File: src/sv/x86ex_pkg.sv
package x86ex_pkg;

	// Default stack store depth in words (a power of two).
	localparam int STACK_WORDS_DEF = 1024;

	// Depth of the decoded-instruction queue between front and back.
	localparam int QUEUE_DEPTH = 4;

	// Architectural reset values.
	localparam logic [15:0] IP_RESET = 16'h2000;
	localparam logic [15:0] SP_RESET = 16'hFFFE;

	// Configuration register indexes.
	localparam logic REG_CODE_SEG  = 1'b0;
	localparam logic REG_STACK_SEG = 1'b1;

	// Run status codes.
	localparam logic [1:0] RUN_OK   = 2'd0;
	localparam logic [1:0] RUN_HALT = 2'd1;
	localparam logic [1:0] RUN_BAD  = 2'd2;

	// Opcode bytes of the supported subset.
	localparam logic [7:0] OPC_MOV_AX = 8'hB8;
	localparam logic [7:0] OPC_MOV_CX = 8'hB9;
	localparam logic [7:0] OPC_MOV_DX = 8'hBA;
	localparam logic [7:0] OPC_MOV_BX = 8'hBB;
	localparam logic [7:0] OPC_MOV_SP = 8'hBC;
	localparam logic [7:0] OPC_MOV_BP = 8'hBD;
	localparam logic [7:0] OPC_MOV_SI = 8'hBE;
	localparam logic [7:0] OPC_MOV_DI = 8'hBF;
	localparam logic [7:0] OPC_MOV_AH = 8'hB4;
	localparam logic [7:0] OPC_MOV_AL = 8'hB0;
	localparam logic [7:0] OPC_INT    = 8'hCD;
	localparam logic [7:0] OPC_PUSH   = 8'h50;
	localparam logic [7:0] OPC_POP    = 8'h58;
	localparam logic [7:0] OPC_CALL   = 8'hE8;
	localparam logic [7:0] OPC_RET    = 8'hC3;
	localparam logic [7:0] OPC_HLT    = 8'hF4;
	localparam logic [7:0] OPC_CMP    = 8'h3D;
	localparam logic [7:0] OPC_DEC_CX = 8'h49;
	localparam logic [7:0] OPC_JE     = 8'h74;
	localparam logic [7:0] OPC_JNE    = 8'h75;
	localparam logic [7:0] OPC_JL     = 8'h7C;
	localparam logic [7:0] OPC_JG     = 8'h7F;
	localparam logic [7:0] OPC_JMP    = 8'hEB;

	// Video interrupt number and its teletype function code.
	localparam logic [7:0] INT_VIDEO    = 8'h10;
	localparam logic [7:0] AH_TELETYPE  = 8'h0E;

	// Operation classes produced by the front decoder.
	typedef enum logic [3:0] {
		K_NOP,
		K_MOV_AX,
		K_MOV_CX,
		K_MOV_SP,
		K_MOV_AH,
		K_MOV_AL,
		K_CHAR,
		K_PUSH,
		K_POP,
		K_CALL,
		K_RET,
		K_HLT,
		K_CMP,
		K_DEC,
		K_JCC,
		K_BAD
	} kind_t;

	// Branch conditions.
	typedef enum logic [2:0] {
		C_JE,
		C_JNE,
		C_JL,
		C_JG,
		C_JMP
	} cond_t;

	// One decoded instruction as it sits in the queue.
	typedef struct packed {
		kind_t       kind;
		cond_t       cond;
		logic [1:0]  len;
		logic [15:0] imm;
	} dec_t;

	// One result item, laid out so that next_ip lands in the lowest bits.
	typedef struct packed {
		logic [4:0]  pad;
		logic [1:0]  run_status;
		logic [7:0]  char_byte;
		logic        char_valid;
		logic        ovf_flag;
		logic        sgn_flag;
		logic        zro_flag;
		logic        carry_flag;
		logic [15:0] stack_pointer;
		logic [15:0] count_register;
		logic [15:0] accumulator;
		logic [19:0] fetch_address;
		logic [15:0] next_ip;
	} res_t;

endpackage

File: src/sv/x86ex_front.sv
module x86ex_front
	import x86ex_pkg::*;
(
	input  logic        s_tvalid,
	output logic        s_tready,
	input  logic [23:0] s_tdata,
	input  logic        q_full,
	input  logic        clearing,
	output logic        q_push,
	output dec_t        q_data
);

	logic [7:0]  opcode;
	logic [15:0] immediate;
	logic [7:0]  lo;

	assign opcode    = s_tdata[7:0];
	assign immediate = s_tdata[23:8];
	assign lo        = immediate[7:0];

	// Items are taken whenever the queue has room and the stack store is ready.
	assign s_tready = !q_full && !clearing;
	assign q_push   = s_tvalid && s_tready;

	// Classify the opcode and work out its length and operand.
	always_comb begin
		q_data.kind = K_BAD;
		q_data.cond = C_JMP;
		q_data.len  = 2'd1;
		q_data.imm  = immediate;
		unique case (opcode) inside
			OPC_MOV_AX: begin
				q_data.kind = K_MOV_AX;
				q_data.len  = 2'd3;
			end
			OPC_MOV_CX: begin
				q_data.kind = K_MOV_CX;
				q_data.len  = 2'd3;
			end
			OPC_MOV_SP: begin
				q_data.kind = K_MOV_SP;
				q_data.len  = 2'd3;
			end
			// Registers that never reach a result only move the IP.
			OPC_MOV_DX, OPC_MOV_BX, OPC_MOV_BP, OPC_MOV_SI, OPC_MOV_DI: begin
				q_data.kind = K_NOP;
				q_data.len  = 2'd3;
			end
			OPC_MOV_AH: begin
				q_data.kind = K_MOV_AH;
				q_data.len  = 2'd2;
			end
			OPC_MOV_AL: begin
				q_data.kind = K_MOV_AL;
				q_data.len  = 2'd2;
			end
			OPC_INT: begin
				q_data.kind = (lo == INT_VIDEO) ? K_CHAR : K_NOP;
				q_data.len  = 2'd2;
			end
			OPC_PUSH: begin
				q_data.kind = K_PUSH;
				q_data.len  = 2'd1;
			end
			OPC_POP: begin
				q_data.kind = K_POP;
				q_data.len  = 2'd1;
			end
			OPC_CALL: begin
				q_data.kind = K_CALL;
				q_data.len  = 2'd3;
			end
			OPC_RET: begin
				q_data.kind = K_RET;
				q_data.len  = 2'd0;
			end
			OPC_HLT: begin
				q_data.kind = K_HLT;
				q_data.len  = 2'd1;
			end
			OPC_CMP: begin
				q_data.kind = K_CMP;
				q_data.len  = 2'd3;
			end
			OPC_DEC_CX: begin
				q_data.kind = K_DEC;
				q_data.len  = 2'd1;
			end
			OPC_JE, OPC_JNE, OPC_JL, OPC_JG, OPC_JMP: begin
				q_data.kind = K_JCC;
				q_data.len  = 2'd2;
				q_data.imm  = {{8{lo[7]}}, lo};
				case (opcode)
					OPC_JE:  q_data.cond = C_JE;
					OPC_JNE: q_data.cond = C_JNE;
					OPC_JL:  q_data.cond = C_JL;
					OPC_JG:  q_data.cond = C_JG;
					default: q_data.cond = C_JMP;
				endcase
			end
			default: begin
				q_data.kind = K_BAD;
				q_data.len  = 2'd1;
			end
		endcase
	end

endmodule

File: config.mk
export PLATFORM = sky130hd
export DESIGN_NAME = x86ex_front
export DESIGN_NICKNAME = d
export VERILOG_FILES = /design/src/sv/x86ex_pkg.sv /design/src/sv/x86ex_front.sv
export SDC_FILE = /design/constraint.sdc
export NUM_CORES = 1
export LEC_CHECK = 0
export BUFFER_PORTS_ARGS = -buffer_cell sky130_fd_sc_hd__buf_2
export CAP_MARGIN = 25
export CORE_UTILIZATION = 37
export DETAILED_ROUTE_END_ITERATION = 16
export GPL_ROUTABILITY_DRIVEN = 0
export PLACE_DENSITY_LB_ADDON = 0.3
export SLEW_MARGIN = 20
export SYNTH_ARGS = -nofsm -noshare
export SYNTH_HDL_FRONTEND = slang
export SYNTH_SLANG_ARGS = --single-unit
export TNS_END_PERCENT = 5
File: constraint.sdc
create_clock -name vclk -period 1.6
set_clock_uncertainty 0.05 [all_clocks]
set_input_delay 0.24 -clock vclk [all_inputs]
set_output_delay 0.24 -clock vclk [all_outputs]
set_load 0.1 [all_outputs]
==> flow_summary_export.csv, run 1 <==
group,metric,value,unit
yosys,synth_cells,103,
yosys,ys_warn_count,0,
placed_design,io_buffers,54,
die,io_pins,54,
placed_design,placed_cell_area,1310,um2
die,rows,14,
yosys,synth_fp_nets,130,
yosys,netlist_area,648,um2
yosys,synth_area_per_cell,6.29,um2
run_status,error,"[ERROR DPL-0038] Utilization greater than 100%, impossible to legalize",
yosys,synth-seq-area-share,0,%
global_route,grt_max_degree,11,
sta,postGrtWorstEndpoint,"q_data[22]",
sta,endpoint_type,"top-level output",
yosys,synth.top_cells.by_area,"buf_4, o21ai_0, xnor2_1",
yosys,synth_top_area_share,10.4,%
yosys,synth_cell_types,40,
run_status,status,"stopped before the end",
run_status,failed_stage,"global routing",
die,die_w,43.9,um
die,start_util,41.1,%
clock_tree,postCtsSetupRepairBufs,0,
placed_design,place_hpwl,2.13,mm
die,fp.dieH,43.9,um
yosys,ys_top_cells_by_count,"buf_4, inv_1, o21ai_0, nor2_1, nand2_1",
yosys,synth_largest_area_cell,"buf_4",
clock_tree,hold_buffers,0,
==> cell families after synthesis <==
family                 after synthesis  synth area share, %
buffers and inverters               25                 21.4
AND/OR/NAND/NOR                     51                 50.2
XOR/XNOR                             4                 5.40
AO/OA/AOI/OAI                       23                 23.0
==> timing repair <==
| item | in CTS |
|---|---|
| pin swaps | 2 |
| endpoints found under the hold margin | 0 |
| setup endpoints to repair | 16 |
| resized for setup | 12 |
==> through the flow <==
step           util (%)  worst slack, ns  instances
2_1_floorplan         -            -1.26        103
3_3_place_gp       82.8           -0.404        185
3_5_place_dp       82.8           -0.472        185
4_1_cts            86.9           -0.414        185
==> run 2, diff against run 1 <==
CORE_AREA = 2 2 63 65   (was unset)
CORE_UTILIZATION = unset   (was 37)
DIE_AREA = 0 0 65 67   (was unset)
PLACE_DENSITY_LB_ADDON = 0.15   (was 0.3)
clock period = 2.08 ns   (was 1.6 ns; I/O delays follow)
==> run 2 against run 1 <==
  * The flow now finishes, with violations (setup timing)
  * Synthesized cell count is the same
  * Synthesized area is the same
==> flow_summary_export.csv, run 2 <==
group,metric,value,unit
run_status,status,"complete, but fails checks",
run_status,violations,"setup timing",
sta,hold_slack,0.955,ns
sta,finalSetupViolations,4,
yosys,ys_top_cells_by_count,"buf_4, inv_1, o21ai_0, nor2_1, nand2_1",
clock_tree,hold_buffers,0,
yosys,synth.area.mux_share,0,%
pwr,p_sw_share,65.5,%
sta,fmax,0.470,GHz
yosys,ys_warn_count,0,
route,viasPerCell,4.40,
layout,drive_above_1_share,62.1,%
global_route,use_met1,13.0,%
yosys,netlist_area,648,um2
global_route,grt_pass1_wl,4.14,mm
global_route,grt_antenna_before_repair,0,
layout,final_nets,198,
yosys,synth_top_family_by_area,"simple AND/OR/NAND/NOR gates",
route,drt_wl_total,2.48,mm
layout,regArea,0,um2
yosys,synth_fp_nets,130,
pwr,comb_power_share,100.0,%
global_route,grt_usage,11.4,%
layout,n_fill_cell,363,
route,drt-pass1-iter-count,3,
sta,tightest_slew,0.489,ns
yosys,synth_top_area_share,10.4,%
yosys,synth.top_cells.by_area,"buf_4, o21ai_0, xnor2_1",
pwr,powerDensity,282,nW/um2
layout,n_sequential_cell,0,
sta,relSlewSlack,67.6,%
global_route,grt-busiest-layer,"met2",
global_route,grt_max_degree,10,
die,fp.dieH,67,um
yosys,synth_largest_area_cell,"buf_4",
route,wl_per_cell,11.4,um
setup_path,crit_end,"q_data[17]",
pwr,p_leak,0.667,nW
pwr,p_int,143,uW
setup_path,startpoint,"s_tdata[7]",
die,io_pins,54,
pwr,switching_power,271,uW
global_route,grt_pass1_vias,989,
yosys,synth_cell_types,40,
die,die_w,65,um
setup_path,critical_path_class,"in2out",
die,coreArea,3610,um2
layout,area.growth.synth_to_final,127,%
setup_path,cp_max_fo,6,
placed_design,io_buffers,54,
sta,period_minus_slack,2.13,ns
sta,finalHoldViolations,0,
die,dieArea,4360,um2
job,maxCapViolations,0,
yosys,synth_cells,103,
yosys,synth_xor_area_share,5.41,%
die,start_util,18.0,%
setup_path,crit_path_start_kind,"input pin",
yosys,synth-compound-area-share,23.0,%
pwr,total_power,414,uW
route,drtAntennaViolNets,0,
route,drc_errors,0,
die,rows,22,
route,dr_total_vias,955,
worst_hold_path,hold_path.class,"in2out",
pwr,ir_drop,106,uV
layout,layout_commonest_cell,"buf_2",
sta,drv_slew,0,
pwr,p_clk_share,0,%
yosys,synth_area_per_cell,6.29,um2
placed_design,dpl_worst_slack,-0.132,ns
yosys,yosys.area_share.adder,0,%
setup_path,endpoint_kind,"output port",
global_route,grtUsageMet3,0.338,%
yosys,synth-seq-area-share,0,%
yosys,synthSimpleGateAreaFrac,50.2,%
placed_design,place_hpwl,2.14,mm
setup_path,worst_ep_required_time,1.72,ns
layout,clkbuf_count,0,
sta,rsz0062_at_grt,"yes",
global_route,grt-ovfl-total,0,
sta,layout_setup_ws,-0.0465,ns
route,drt_iter0_drc,9,
sta,fin_crit_sh,102,%
pwr,power_frac_seq,0,%
global_route,grt_util_met2,24.0,%
setup_path,worst_ep_arrival_time,1.76,ns
layout,insertedDiodeCount,0,
layout,final_cell_mix,"buf_2, buf_4, buf_12",
-- run 2: cell counts after synthesis --
Identical to the previous run, type by type.
-- run 2: worst min path at each step --
stage	start	end	slack, ns	depth (start not counted)
2_1_floorplan	s_tdata[8]	q_data[0]	0.79	1
3_3_place_gp	s_tdata[12]	q_data[4]	0.96	2
3_5_place_dp	s_tdata[12]	q_data[4]	0.96	2
4_1_cts	s_tdata[12]	q_data[4]	0.96	2
5_1_grt	s_tdata[12]	q_data[4]	0.96	2
6_report	s_tdata[12]	q_data[4]	0.96	2
-- run 2: per-stage QoR --
| step | area [um2] | util, % | instances | TNS [ns] |
|---|---|---|---|---|
| after floorplan | 714 | - | 103 | -9.23 |
| final | 1470 | 40.7 | 217 | -0.130 |
| after CTS | 1380 | 38.2 | 216 | -0.256 |
| after detailed placement | 1320 | 36.7 | 216 | -1.11 |
| after global routing | 1470 | 40.7 | 217 | -0.364 |
| after global placement | 1320 | 36.7 | 216 | -0.933 |
-- run 2: layer usage --
layer	share of wire, %	up-vias
met5	0	-
met1	40	442
met2	57	18
met4	0.40	0
met3	2.2	2
li1	-	493
-- run 2: area by class of cell --
class                      instances  area [um2]  area share [%]
timing repair buffer              82         736            50.1
multi-input combinational         78         639            43.5
tap                               48        60.1            4.09
inverter                           9        33.8            2.30
-- run 2: cell families (layout without fill, tap and decap cells) --
| group | Yosys count | count (layout) |
|---|---|---|
| compound gates | 23 | 23 |
| xor+xnor | 4 | 4 |
| buf+inv | 25 | 91 |
| simple gates | 51 | 51 |
-- run 2: what timing repair did --
action / CTS / global route
setup endpoints to repair: 14 / 11
resized for setup: 12 / 19
hold endpoints to repair: 0 / 0
pin swaps: 9 / 6
setup buffers: 1 / 1
-- run 2: power groups by stage --
stage / combinational [mW] / sequential [mW] / clock, mW
after CTS: 0.404 / 0 / 0
after detailed placement: 0.396 / 0 / 0
final: 0.414 / 0 / 0
after global placement: 0.394 / 0 / 0
after floorplan: 0.273 / 0 / 0
after global routing: 0.434 / 0 / 0
-- run 2: worst max-delay path, cell delays in order --
cell      delay [ns]
buf_6           0.08
buf_6           0.11
nand4b_1        0.17
nor4b_4         0.39
buf_4           0.18
a211oi_2        0.04
nand3b_1        0.16
buf_4           0.15
buf_12          0.16
No activity file was read; power rests on OpenSTA's default activity.
