===== src/sv/x86ex_pkg.sv =====
package x86ex_pkg;

	// Default stack store depth in words (a power of two).
	localparam int STACK_WORDS_DEF = 1024;

	// Depth of the decoded-instruction queue between front and back.
	localparam int QUEUE_DEPTH = 4;

	// Architectural reset values.
	localparam logic [15:0] IP_RESET = 16'h2000;
	localparam logic [15:0] SP_RESET = 16'hFFFE;

	// Configuration register indexes.
	localparam logic REG_CODE_SEG  = 1'b0;
	localparam logic REG_STACK_SEG = 1'b1;

	// Run status codes.
	localparam logic [1:0] RUN_OK   = 2'd0;
	localparam logic [1:0] RUN_HALT = 2'd1;
	localparam logic [1:0] RUN_BAD  = 2'd2;

	// Opcode bytes of the supported subset.
	localparam logic [7:0] OPC_MOV_AX = 8'hB8;
	localparam logic [7:0] OPC_MOV_CX = 8'hB9;
	localparam logic [7:0] OPC_MOV_DX = 8'hBA;
	localparam logic [7:0] OPC_MOV_BX = 8'hBB;
	localparam logic [7:0] OPC_MOV_SP = 8'hBC;
	localparam logic [7:0] OPC_MOV_BP = 8'hBD;
	localparam logic [7:0] OPC_MOV_SI = 8'hBE;
	localparam logic [7:0] OPC_MOV_DI = 8'hBF;
	localparam logic [7:0] OPC_MOV_AH = 8'hB4;
	localparam logic [7:0] OPC_MOV_AL = 8'hB0;
	localparam logic [7:0] OPC_INT    = 8'hCD;
	localparam logic [7:0] OPC_PUSH   = 8'h50;
	localparam logic [7:0] OPC_POP    = 8'h58;
	localparam logic [7:0] OPC_CALL   = 8'hE8;
	localparam logic [7:0] OPC_RET    = 8'hC3;
	localparam logic [7:0] OPC_HLT    = 8'hF4;
	localparam logic [7:0] OPC_CMP    = 8'h3D;
	localparam logic [7:0] OPC_DEC_CX = 8'h49;
	localparam logic [7:0] OPC_JE     = 8'h74;
	localparam logic [7:0] OPC_JNE    = 8'h75;
	localparam logic [7:0] OPC_JL     = 8'h7C;
	localparam logic [7:0] OPC_JG     = 8'h7F;
	localparam logic [7:0] OPC_JMP    = 8'hEB;

	// Video interrupt number and its teletype function code.
	localparam logic [7:0] INT_VIDEO    = 8'h10;
	localparam logic [7:0] AH_TELETYPE  = 8'h0E;

	// Operation classes produced by the front decoder.
	typedef enum logic [3:0] {
		K_NOP,
		K_MOV_AX,
		K_MOV_CX,
		K_MOV_SP,
		K_MOV_AH,
		K_MOV_AL,
		K_CHAR,
		K_PUSH,
		K_POP,
		K_CALL,
		K_RET,
		K_HLT,
		K_CMP,
		K_DEC,
		K_JCC,
		K_BAD
	} kind_t;

	// Branch conditions.
	typedef enum logic [2:0] {
		C_JE,
		C_JNE,
		C_JL,
		C_JG,
		C_JMP
	} cond_t;

	// One decoded instruction as it sits in the queue.
	typedef struct packed {
		kind_t       kind;
		cond_t       cond;
		logic [1:0]  len;
		logic [15:0] imm;
	} dec_t;

	// One result item, laid out so that next_ip lands in the lowest bits.
	typedef struct packed {
		logic [4:0]  pad;
		logic [1:0]  run_status;
		logic [7:0]  char_byte;
		logic        char_valid;
		logic        ovf_flag;
		logic        sgn_flag;
		logic        zro_flag;
		logic        carry_flag;
		logic [15:0] stack_pointer;
		logic [15:0] count_register;
		logic [15:0] accumulator;
		logic [19:0] fetch_address;
		logic [15:0] next_ip;
	} res_t;

endpackage


===== src/sv/x86ex_queue.sv =====
module x86ex_queue
	import x86ex_pkg::*;
#(
	parameter int DEPTH = QUEUE_DEPTH,
	localparam int PW = $clog2(DEPTH)
) (
	input  logic clk,
	input  logic arst_n,
	input  logic push,
	input  dec_t push_data,
	input  logic pop,
	output logic full,
	output logic head_valid,
	output dec_t head_data
);

	dec_t        entry_q [DEPTH];
	logic [PW-1:0] wr_ptr_q;
	logic [PW-1:0] rd_ptr_q;
	logic [PW:0]   count_q;

	assign full       = (count_q == (PW + 1)'(DEPTH));
	assign head_valid = (count_q != '0);
	assign head_data  = entry_q[rd_ptr_q];

	// Pointers and fill count.
	always_ff @(posedge clk or negedge arst_n) begin
		if (!arst_n) begin
			wr_ptr_q <= '0;
			rd_ptr_q <= '0;
			count_q  <= '0;
		end else begin
			if (push) begin
				wr_ptr_q <= (wr_ptr_q == PW'(DEPTH - 1)) ? '0 : wr_ptr_q + 1'b1;
			end
			if (pop) begin
				rd_ptr_q <= (rd_ptr_q == PW'(DEPTH - 1)) ? '0 : rd_ptr_q + 1'b1;
			end
			if (push && !pop) begin
				count_q <= count_q + 1'b1;
			end else if (pop && !push) begin
				count_q <= count_q - 1'b1;
			end
		end
	end

	// Entry storage.
	always_ff @(posedge clk) begin
		if (push) begin
			entry_q[wr_ptr_q] <= push_data;
		end
	end

endmodule


===== config.mk =====
export PLATFORM = sky130hd
export DESIGN_NAME = x86ex_queue
export DESIGN_NICKNAME = d
export VERILOG_FILES = /design/src/sv/x86ex_pkg.sv /design/src/sv/x86ex_queue.sv
export SDC_FILE = /design/constraint.sdc
export NUM_CORES = 1
export LEC_CHECK = 0
export ABC_AREA = 1
export BUFFER_PORTS_ARGS = -buffer_cell sky130_fd_sc_hd__buf_4
export CORE_MARGIN = 3
export CORE_UTILIZATION = 37
export CTS_CLUSTER_DIAMETER = 150
export DETAILED_ROUTE_END_ITERATION = 7
export GPL_ROUTABILITY_DRIVEN = 0
export HOLD_SLACK_MARGIN = 0.15
export SLEW_MARGIN = 20
export SYNTH_ARGS = -nofsm -noshare
export SYNTH_HDL_FRONTEND = slang
export SYNTH_SLANG_ARGS = --single-unit

===== constraint.sdc =====
create_clock -name clk -period 3.3 [get_ports clk]
set_clock_uncertainty 0.1 [all_clocks]
set_input_delay 0.33 -clock clk [delete_from_list [all_inputs] [get_ports clk]]
set_output_delay 0.33 -clock clk [all_outputs]
set_load 0.05 [all_outputs]

Word level (Yosys, flattened, before mapping)
Memories as Yosys holds them, arrays and structs flattened.
Index checks and enable logic that the tools add are counted.
- flip-flop bits (word level): 7
- memories: 1
- input bits: 29
- logic and storage cells: 23
- RAM bits: 100
- output and inout bits: 27
- $add $sub $neg: 4
- reduce and logical (&&, ||, !) cells: 6
- muxes and demuxes: 6
- equal/unequal tests: 3
- memories (name ; words ; width ; read ports ; clocked after Yosys merged registers in ; wr ports ; RTL line ; RTL):
    entry_q ; 4 ; 25 ; 1 ; 0 ; 1 ; x86ex_queue.sv:17 ; dec_t entry_q [DEPTH];
- operators by type and width (cell ; number):
    $mux 3 ; 2
    $add 2x1->2 const B ; 2
    $eq 2x2->1 const B ; 2
    $mux 2 ; 2
    $add 3x1->3 const B ; 1
    $eq 3x3->1 const B ; 1
    $reduce_bool 3->1 ; 1
    $sub 3x1->3 const B ; 1
    $logic_and 1x1->1 ; 2
    $logic_not 1->1 ; 2
    $mux 1 ; 2
    $reduce_bool 2->1 ; 1

Depth between registers and ports, before layout
Gate-level depths: netlist (run 1).
- depth in word-level cells: 4
- gate-level depth with buffers: 9

Worst setup path before layout (run 1)
Ideal clock, no wire load.
- path kind: register to output
- from: register count_q[0]
- to: output full
- path slack: 1.348 ns
- required time: 2.870 ns
- buffers on the path: 0
- arrival: 1.522 ns
- stages on the path, launching flop included: 2
- cells stage by stage: dfrtp_1 > nor3_1
- longest elaborated chain between the ends: 1
- ends and longest elaborated chain (what ; RTL line ; RTL):
    start: declaration ; x86ex_queue.sv:20 ; logic [PW:0] count_q;
    start signal: assignment ; x86ex_queue.sv:40 ; count_q <= count_q + 1'b1;
    start signal: assignment ; x86ex_queue.sv:42 ; count_q <= count_q - 1'b1;
    $eq 3x3->1 ; x86ex_queue.sv:22 ; assign full = (count_q == (PW + 1)'(DEPTH));
    end: declaration ; x86ex_queue.sv:12 ; output logic full,
No other way between the ends.

==> run metrics, run 1 <==
status completed; Routed Antenna Nets 0; Syn Nets 381; post-DP HPWL 4.95 mm; Reg area 0.00318 mm2; commonest non-fill, non-tap cells in the layout edfxtp_1, nand2_1, inv_1; cell count after synthesis 345; area grow syn2layout 24.6%; Clock power frac 21.5%; post-synth top area cell edfxtp_1; CP Cell Sequence inv_2, buf_12, nand2_1, o211ai_1, nand2_1, buf_4; via count of the routed design 2646; Final Slew Violations 0; Crit path max-delay family buffers and inverters; most common cell after layout, fill and taps aside edfxtp_1; Clock transition at path regs 0.07 ns; worst vdd ir 373 uV; Die ar. 0.0133 mm2; max cap viols 0; main combinational cell family by area after synthesis compound AO/OA/AOI/OAI gates; vias in the first global route 2665; GRT Resource Usage Total 13.3%; top-area cell type share of the netlist area 67.8%; Post-Synth Adder-Cell Area 2.15%; CP arrival 2.07 ns; drt pass-1 iters 4; Area contributors post-synth edfxtp_1, o211ai_1, nand2_1; clock tree buffer depth 2; YS warnings 0; Max H-tree Level 3; Fmax achieved 400 MHz; nets@finish 465; share of cells above drive strength 1 18.2%; Initial Util 38.3%; Slew @ Worst Pin 0.595 ns; Layout Cells excl Fill 577; Cell Area, Synth 0.00443 mm2; Int Pwr 2.96 mW; Rows 39; vias per std cell 4.59; Flop pwr share 36.0%; syn avg cell area 12.8 um2; library cells used by synthesis 19; crit path launch type flop; global-route wire length before repair 13.4 mm; DRT Wirelength 8.37 mm; Compound-Gate Fraction of Synth Area 8.92%; fin area 0.00552 mm2; Post-Synth XOR/XNOR Area 0.198%; endpoints failing hold 0; Seq/Total Area, Yosys 71.7%; total CTS buffers 9; minimum clock period 2.50 ns; RR Startpoint wr_ptr_q[0]$_DFFE_PN0P_; Ports 56; flop-to-flop setup slack 1.71 ns; reg-to-reg endpoint entry_q[0][20]$_DFFE_PP_; worst setup margin 0.797 ns; Core Area 0.0116 mm2; Place WS 1.21 ns; Setup TNS 0 ns; path depth of the worst reg2reg path 5; antenna cells 0; largest net degree at the start of global routing 65; Setup Fix Bufs, Post-CTS 0; Worst Setup End Kind output pin; Max FO, Critical Path 64; TritonCTS clock tree done; port bufs 55; Synth Register Bits 107; final setup fails 0; Final Total Pwr 5.07 mW; CTS Root Cell clkbuf_16; Crit-path slowest cell inv_2; RSZ-0062 raised after global routing no; DR iter-0 viols 145; P_leak 2.29 nW; initial antenna violation count 0; Crit Path Class flop to output pin; NetSw 2.11 mW; period utilization 75.9%; CTS Sinks 107; Logic pwr share 42.4%; Simple-Gate Fraction of Synth Area 8.33%; die width 115 um; area of the multi-input gates 868 um2; Skew-Pair Late Insertion Delay 0.34 ns; Net Sw Frac 41.6%; die height 115 um; DR DRC count 0; post-place instance area 0.00493 mm2; Worst slew margin 60.3%; mux cell area share after synthesis 0%; PwrDens 918 mW/mm2; CP required 2.87 ns; Wirelength per Cell 14.5 um; Critical path buffers and inverters 3; # fillers 1034; slowest cell delay on critical path 0.45 ns; cell mode on critical path nand2_1; type of the most critical hold path input port to asynchronous set/reset pin; GRT overflow 0; dpl cells 533
==> cell type report <==
class / count / share of cell area, %
clock inverter: 7 / 1.50
multi-input combinational: 159 / 15.7
inverter: 63 / 4.28
sequential: 107 / 57.6
tap: 143 / 3.24
timing repair buffer: 89 / 13.6
clock buffer: 9 / 4.08
==> metrics by stage <==
stage               hold WS (ns)  util, %
floorplan                -0.0656        -
global placement          0.0498     42.6
detailed placement        0.0533     42.6
CTS                        0.229     47.7
global route               0.271     47.7
finish                     0.258     47.7
==> cells by family (layout without fill, tap and decap cells) <==
logic type                 after synthesis  in the layout
DFF                                    107            107
and+or+nand+nor                         97             97
buffers and inverters                   79            168
AOI/OAI and AO/OA                       54             54
adders and majority gates                7              7
xor gates and xnor gates                 1              1
==> how the worst max path moves through the flow <==
stage / endpoint / slack [ns] / cells past startpoint / startpoint
floorplan: full / 1.35 / 1 / count_q[0]$_DFFE_PN0P_
global placement: head_data[17] / 1.27 / 6 / rd_ptr_q[0]$_DFFE_PN0P_
detailed placement: head_data[17] / 1.21 / 6 / rd_ptr_q[0]$_DFFE_PN0P_
CTS: head_data[17] / 0.80 / 6 / rd_ptr_q[0]$_DFFE_PN0P_
global route: head_data[23] / 0.65 / 6 / rd_ptr_q[0]$_DFFE_PN0P_
finish: head_data[17] / 0.80 / 6 / rd_ptr_q[0]$_DFFE_PN0P_
==> state kept, by name, summed over array words and instances, names as in the netlist <==
| name | flops |
|---|---|
| entry_q | 100 |
| count_q | 3 |
| rd_ptr_q | 2 |
| wr_ptr_q | 2 |
==> synth_stat cells <==
cell type,count
edfxtp_1,100
o211ai_1,50
clkbuf_1,1
buf_4,3
nand4_1,1
buf_6,10
xnor2_1,1
ha_1,6
o21ai_1,1
buf_2,2
nor3_1,1
nand2_1,92
dfrtp_1,7
inv_2,2
nor2_1,2
o21ai_0,3
inv_1,61
fa_1,1
nand3_1,1
==> layer usage <==
| layer | routed length (um) | vias to the layer above | track usage, % |
|---|---|---|---|
| met5 | 0 | - | 0 |
| met2 | 4150 | 42 | 22.5 |
| met3 | 264 | 8 | 3.66 |
| met4 | 111 | 0 | 4.23 |
| met1 | 3850 | 1252 | 16.7 |
| li1 | - | 1344 | - |
==> worst register-to-register path, stage by stage, from the launching register on <==
cell and delay, ns:
dfrtp_1 0.42, inv_1 0.10, ha_1 0.15, nand2_1 0.05
inv_1 0.05, buf_4 0.36
==> power groups by stage <==
stage | Clock [mW] | Combinational [mW] | Sequential [mW]
after global placement | 0 | 2.12 | 1.85
after global routing | 1.19 | 2.32 | 1.85
final | 1.09 | 2.15 | 1.83
after detailed placement | 0 | 2.15 | 1.86
after floorplan | 0 | 1.62 | 1.84
after CTS | 1.12 | 2.19 | 1.83
==> repair_timing <==
item / in CTS / in global routing
endpoints found under the hold margin: 109 / 0
hold buffers: 28 / 0
resized for setup: 0 / 0
Power figures use the tool's default switching activity.
==> run 2, diff against run 1 <==
Clock period 3.3 ns to 2.25 ns, I/O delays scaled along.
==> run 2 against run 1 <==
- sequential cell count unchanged
- via count rose by 0.64%
- non-clock buffer count is 6 higher
- design area is 2.2% higher
- die area stayed put
- clock power up 68%
==> run metrics, run 2 (synthesized netlist as in run 1, its figures left out) <==
Clock power frac 23.7% (+2.2 points); Crit. Startpoint rd_ptr_q[0]$_DFFE_PN0P_; path depth of the worst reg2reg path 4 (-1); crit path launch type flop; most common cell after layout, fill and taps aside edfxtp_1; worst vdd ir 752 uV (+100%); type of the most critical hold path flop to flop; Crit Path Class flop to output pin; Int Pwr 4.70 mW (+59%); endpoints failing hold 0 (unchanged); commonest non-fill, non-tap cells in the layout edfxtp_1, nand2_1, buf_4; Routed Antenna Nets 0 (unchanged); Reg with most FFs entry_q; total CTS buffers 9 (unchanged); Net Sw Frac 39.0% (-2.6 points); Top Registers entry_q: 100 flops, count_q: 3 flops; reg-to-reg endpoint entry_q[3][5]$_DFFE_PP_; antenna cells 0 (unchanged); Setup TNS 0 ns (unchanged); Slew @ Worst Pin 0.537 ns (-0.0579 ns); area of the multi-input gates 868 um2 (unchanged); vias per std cell 4.57 (-0.39%); drt pass-1 iters 4 (unchanged); RR Startpoint wr_ptr_q[0]$_DFFE_PN0P_; CP Cell Sequence inv_2, buf_4, nand2_1, o211ai_1, nand2_1, buf_4; Die ar. 0.0133 mm2 (unchanged); Wirelength per Cell 14.0 um (-3.8%); DR DRC count 0 (unchanged); Max FO, Critical Path 44 (-31%); dpl cells 538 (+0.94%); Fmax achieved 483 MHz; Rows 39 (unchanged); CP required 1.92 ns (-0.95 ns); initial antenna violation count 0 (unchanged); max cap viols 0 (unchanged); via count of the routed design 2663 (+0.64%); period utilization 91.9%; GRT overflow 0 (unchanged); CTS Root Cell clkbuf_16; CP endpoint head_data[1]; clock tree buffer depth 2 (unchanged); final hold slack 0.382 ns (+0.123 ns); CTS Sinks 107 (unchanged); P_leak 2.35 nW (+2.8%); Worst Setup End Kind output pin; Crit-path slowest cell dfrtp_1; global-route wire length before repair 13.2 mm (-1.3%); Clock transition at path regs 0.06 ns (about the same); NetSw 3.01 mW (+43%); share of cells above drive strength 1 18.4% (+0.21 points); die height 115 um (unchanged); area grow syn2layout 27.3%; Post-CTS Resized 0 (unchanged); final setup fails 0 (unchanged); PwrDens 1370 mW/mm2 (+49%); Skew-Pair Late Insertion Delay 0.33 ns (about the same); Layout Cells excl Fill 583 (+1.0%); largest net degree at the start of global routing 58 (-11%); status completed; RSZ-0062 raised after global routing no; GRT Resource Usage Total 13.0% (-0.26 points); Logic pwr share 41.6% (-0.8 points); port bufs 55 (unchanged); minimum clock period 2.07 ns; DRT Wirelength 8.14 mm (-2.8%); Flop pwr share 34.7% (-1.3 points); die width 115 um (unchanged); number of flip-flops in the largest register 100 (unchanged); Initial Util 38.3% (unchanged); flop-to-flop setup slack 0.57 ns (-1.14 ns); TritonCTS clock tree done; vias in the first global route 2653 (-0.45%); Final Slew Violations 0 (unchanged); DR iter-0 viols 105 (-28%); nets@finish 471 (+1.3%); Core Area 0.0116 mm2 (unchanged); slowest cell delay on critical path 0.41 ns (-0.04 ns); Reg area 0.00318 mm2 (unchanged); post-DP HPWL 5.10 mm (+2.9%); Final Core Density 48.8% (+1.0 points); CP arrival 1.74 ns (-0.33 ns); Max H-tree Level 3 (unchanged); Worst slew margin 64.2% (+3.9 points); # fillers 1026 (-0.77%); Ports 56 (unchanged)
-- run 2: cell count changes in the layout (fill, tap and decap cells not counted), moves of 2 or more --
cell        before  now
clkinvlp_4       2    0
inv_6            2    0
bufinv_16        1    4
buf_4           60   63
buf_12           1    3
clkinv_1         0    2
-- run 2: timing repair --
item / 4_1_cts / 5_1_grt
hold buffers: 29 / 0
endpoints found under the setup margin: 0 / 0
buffers inserted: 0 / 0
hold endpoints to repair: 111 / 0
-- run 2: cell type report --
cell class / instances / share of cell area (%)
Multi-Input combinational cell: 159 / 15.4
Sequential cell: 107 / 56.3
Timing Repair Buffer: 95 / 14.6
Clock buffer: 10 / 4.06
Inverter: 63 / 4.19
Clock inverter: 6 / 2.26
Tap cell: 143 / 3.17
-- run 2: worst min path at each step --
stage,startpoint,to,cells after the start
2_1_floorplan,arst_n,count_q[0]$_DFFE_PN0P_,0
3_3_place_gp,arst_n,count_q[0]$_DFFE_PN0P_,1
3_5_place_dp,arst_n,count_q[2]$_DFFE_PN0P_,1
4_1_cts,count_q[2]$_DFFE_PN0P_,count_q[2]$_DFFE_PN0P_,2
5_1_grt,count_q[2]$_DFFE_PN0P_,count_q[2]$_DFFE_PN0P_,2
6_report,count_q[2]$_DFFE_PN0P_,count_q[2]$_DFFE_PN0P_,2
-- run 2: critical path, delay by kind of cell (launching register included) --
kind	cells	cell delay, ns
buf+inv	3	0.65
compound gates	1	0.12
flops	1	0.41
simple gates	2	0.22
-- run 2: power by group through the flow --
stage               clock, mW  combinational (mW)  sequential (mW)
floorplan                   0                2.38             2.70
global placement            0                3.18             2.71
detailed placement          0                3.22             2.72
CTS                      1.87                3.27             2.68
global route             1.96                3.49             2.71
finish                   1.83                3.21             2.67
-- run 2: routing by layer --
layer	track usage [%]	vias up	wire length [um]
li1	-	1363	-
met1	15.8	1247	3640
met2	22.8	45	4180
met3	3.08	8	210
met4	4.77	0	107
met5	0	-	0
-- run 2: through the flow --
stage | setup WS (ns) | power, mW | area, um2
2_1_floorplan | 0.403 | 5.08 | 4430
3_3_place_gp | 0.553 | 5.89 | 4990
3_5_place_dp | 0.524 | 5.94 | 4990
4_1_cts | 0.162 | 7.82 | 5640
5_1_grt | 0.0731 | 8.16 | 5640
6_report | 0.182 | 7.71 | 5640
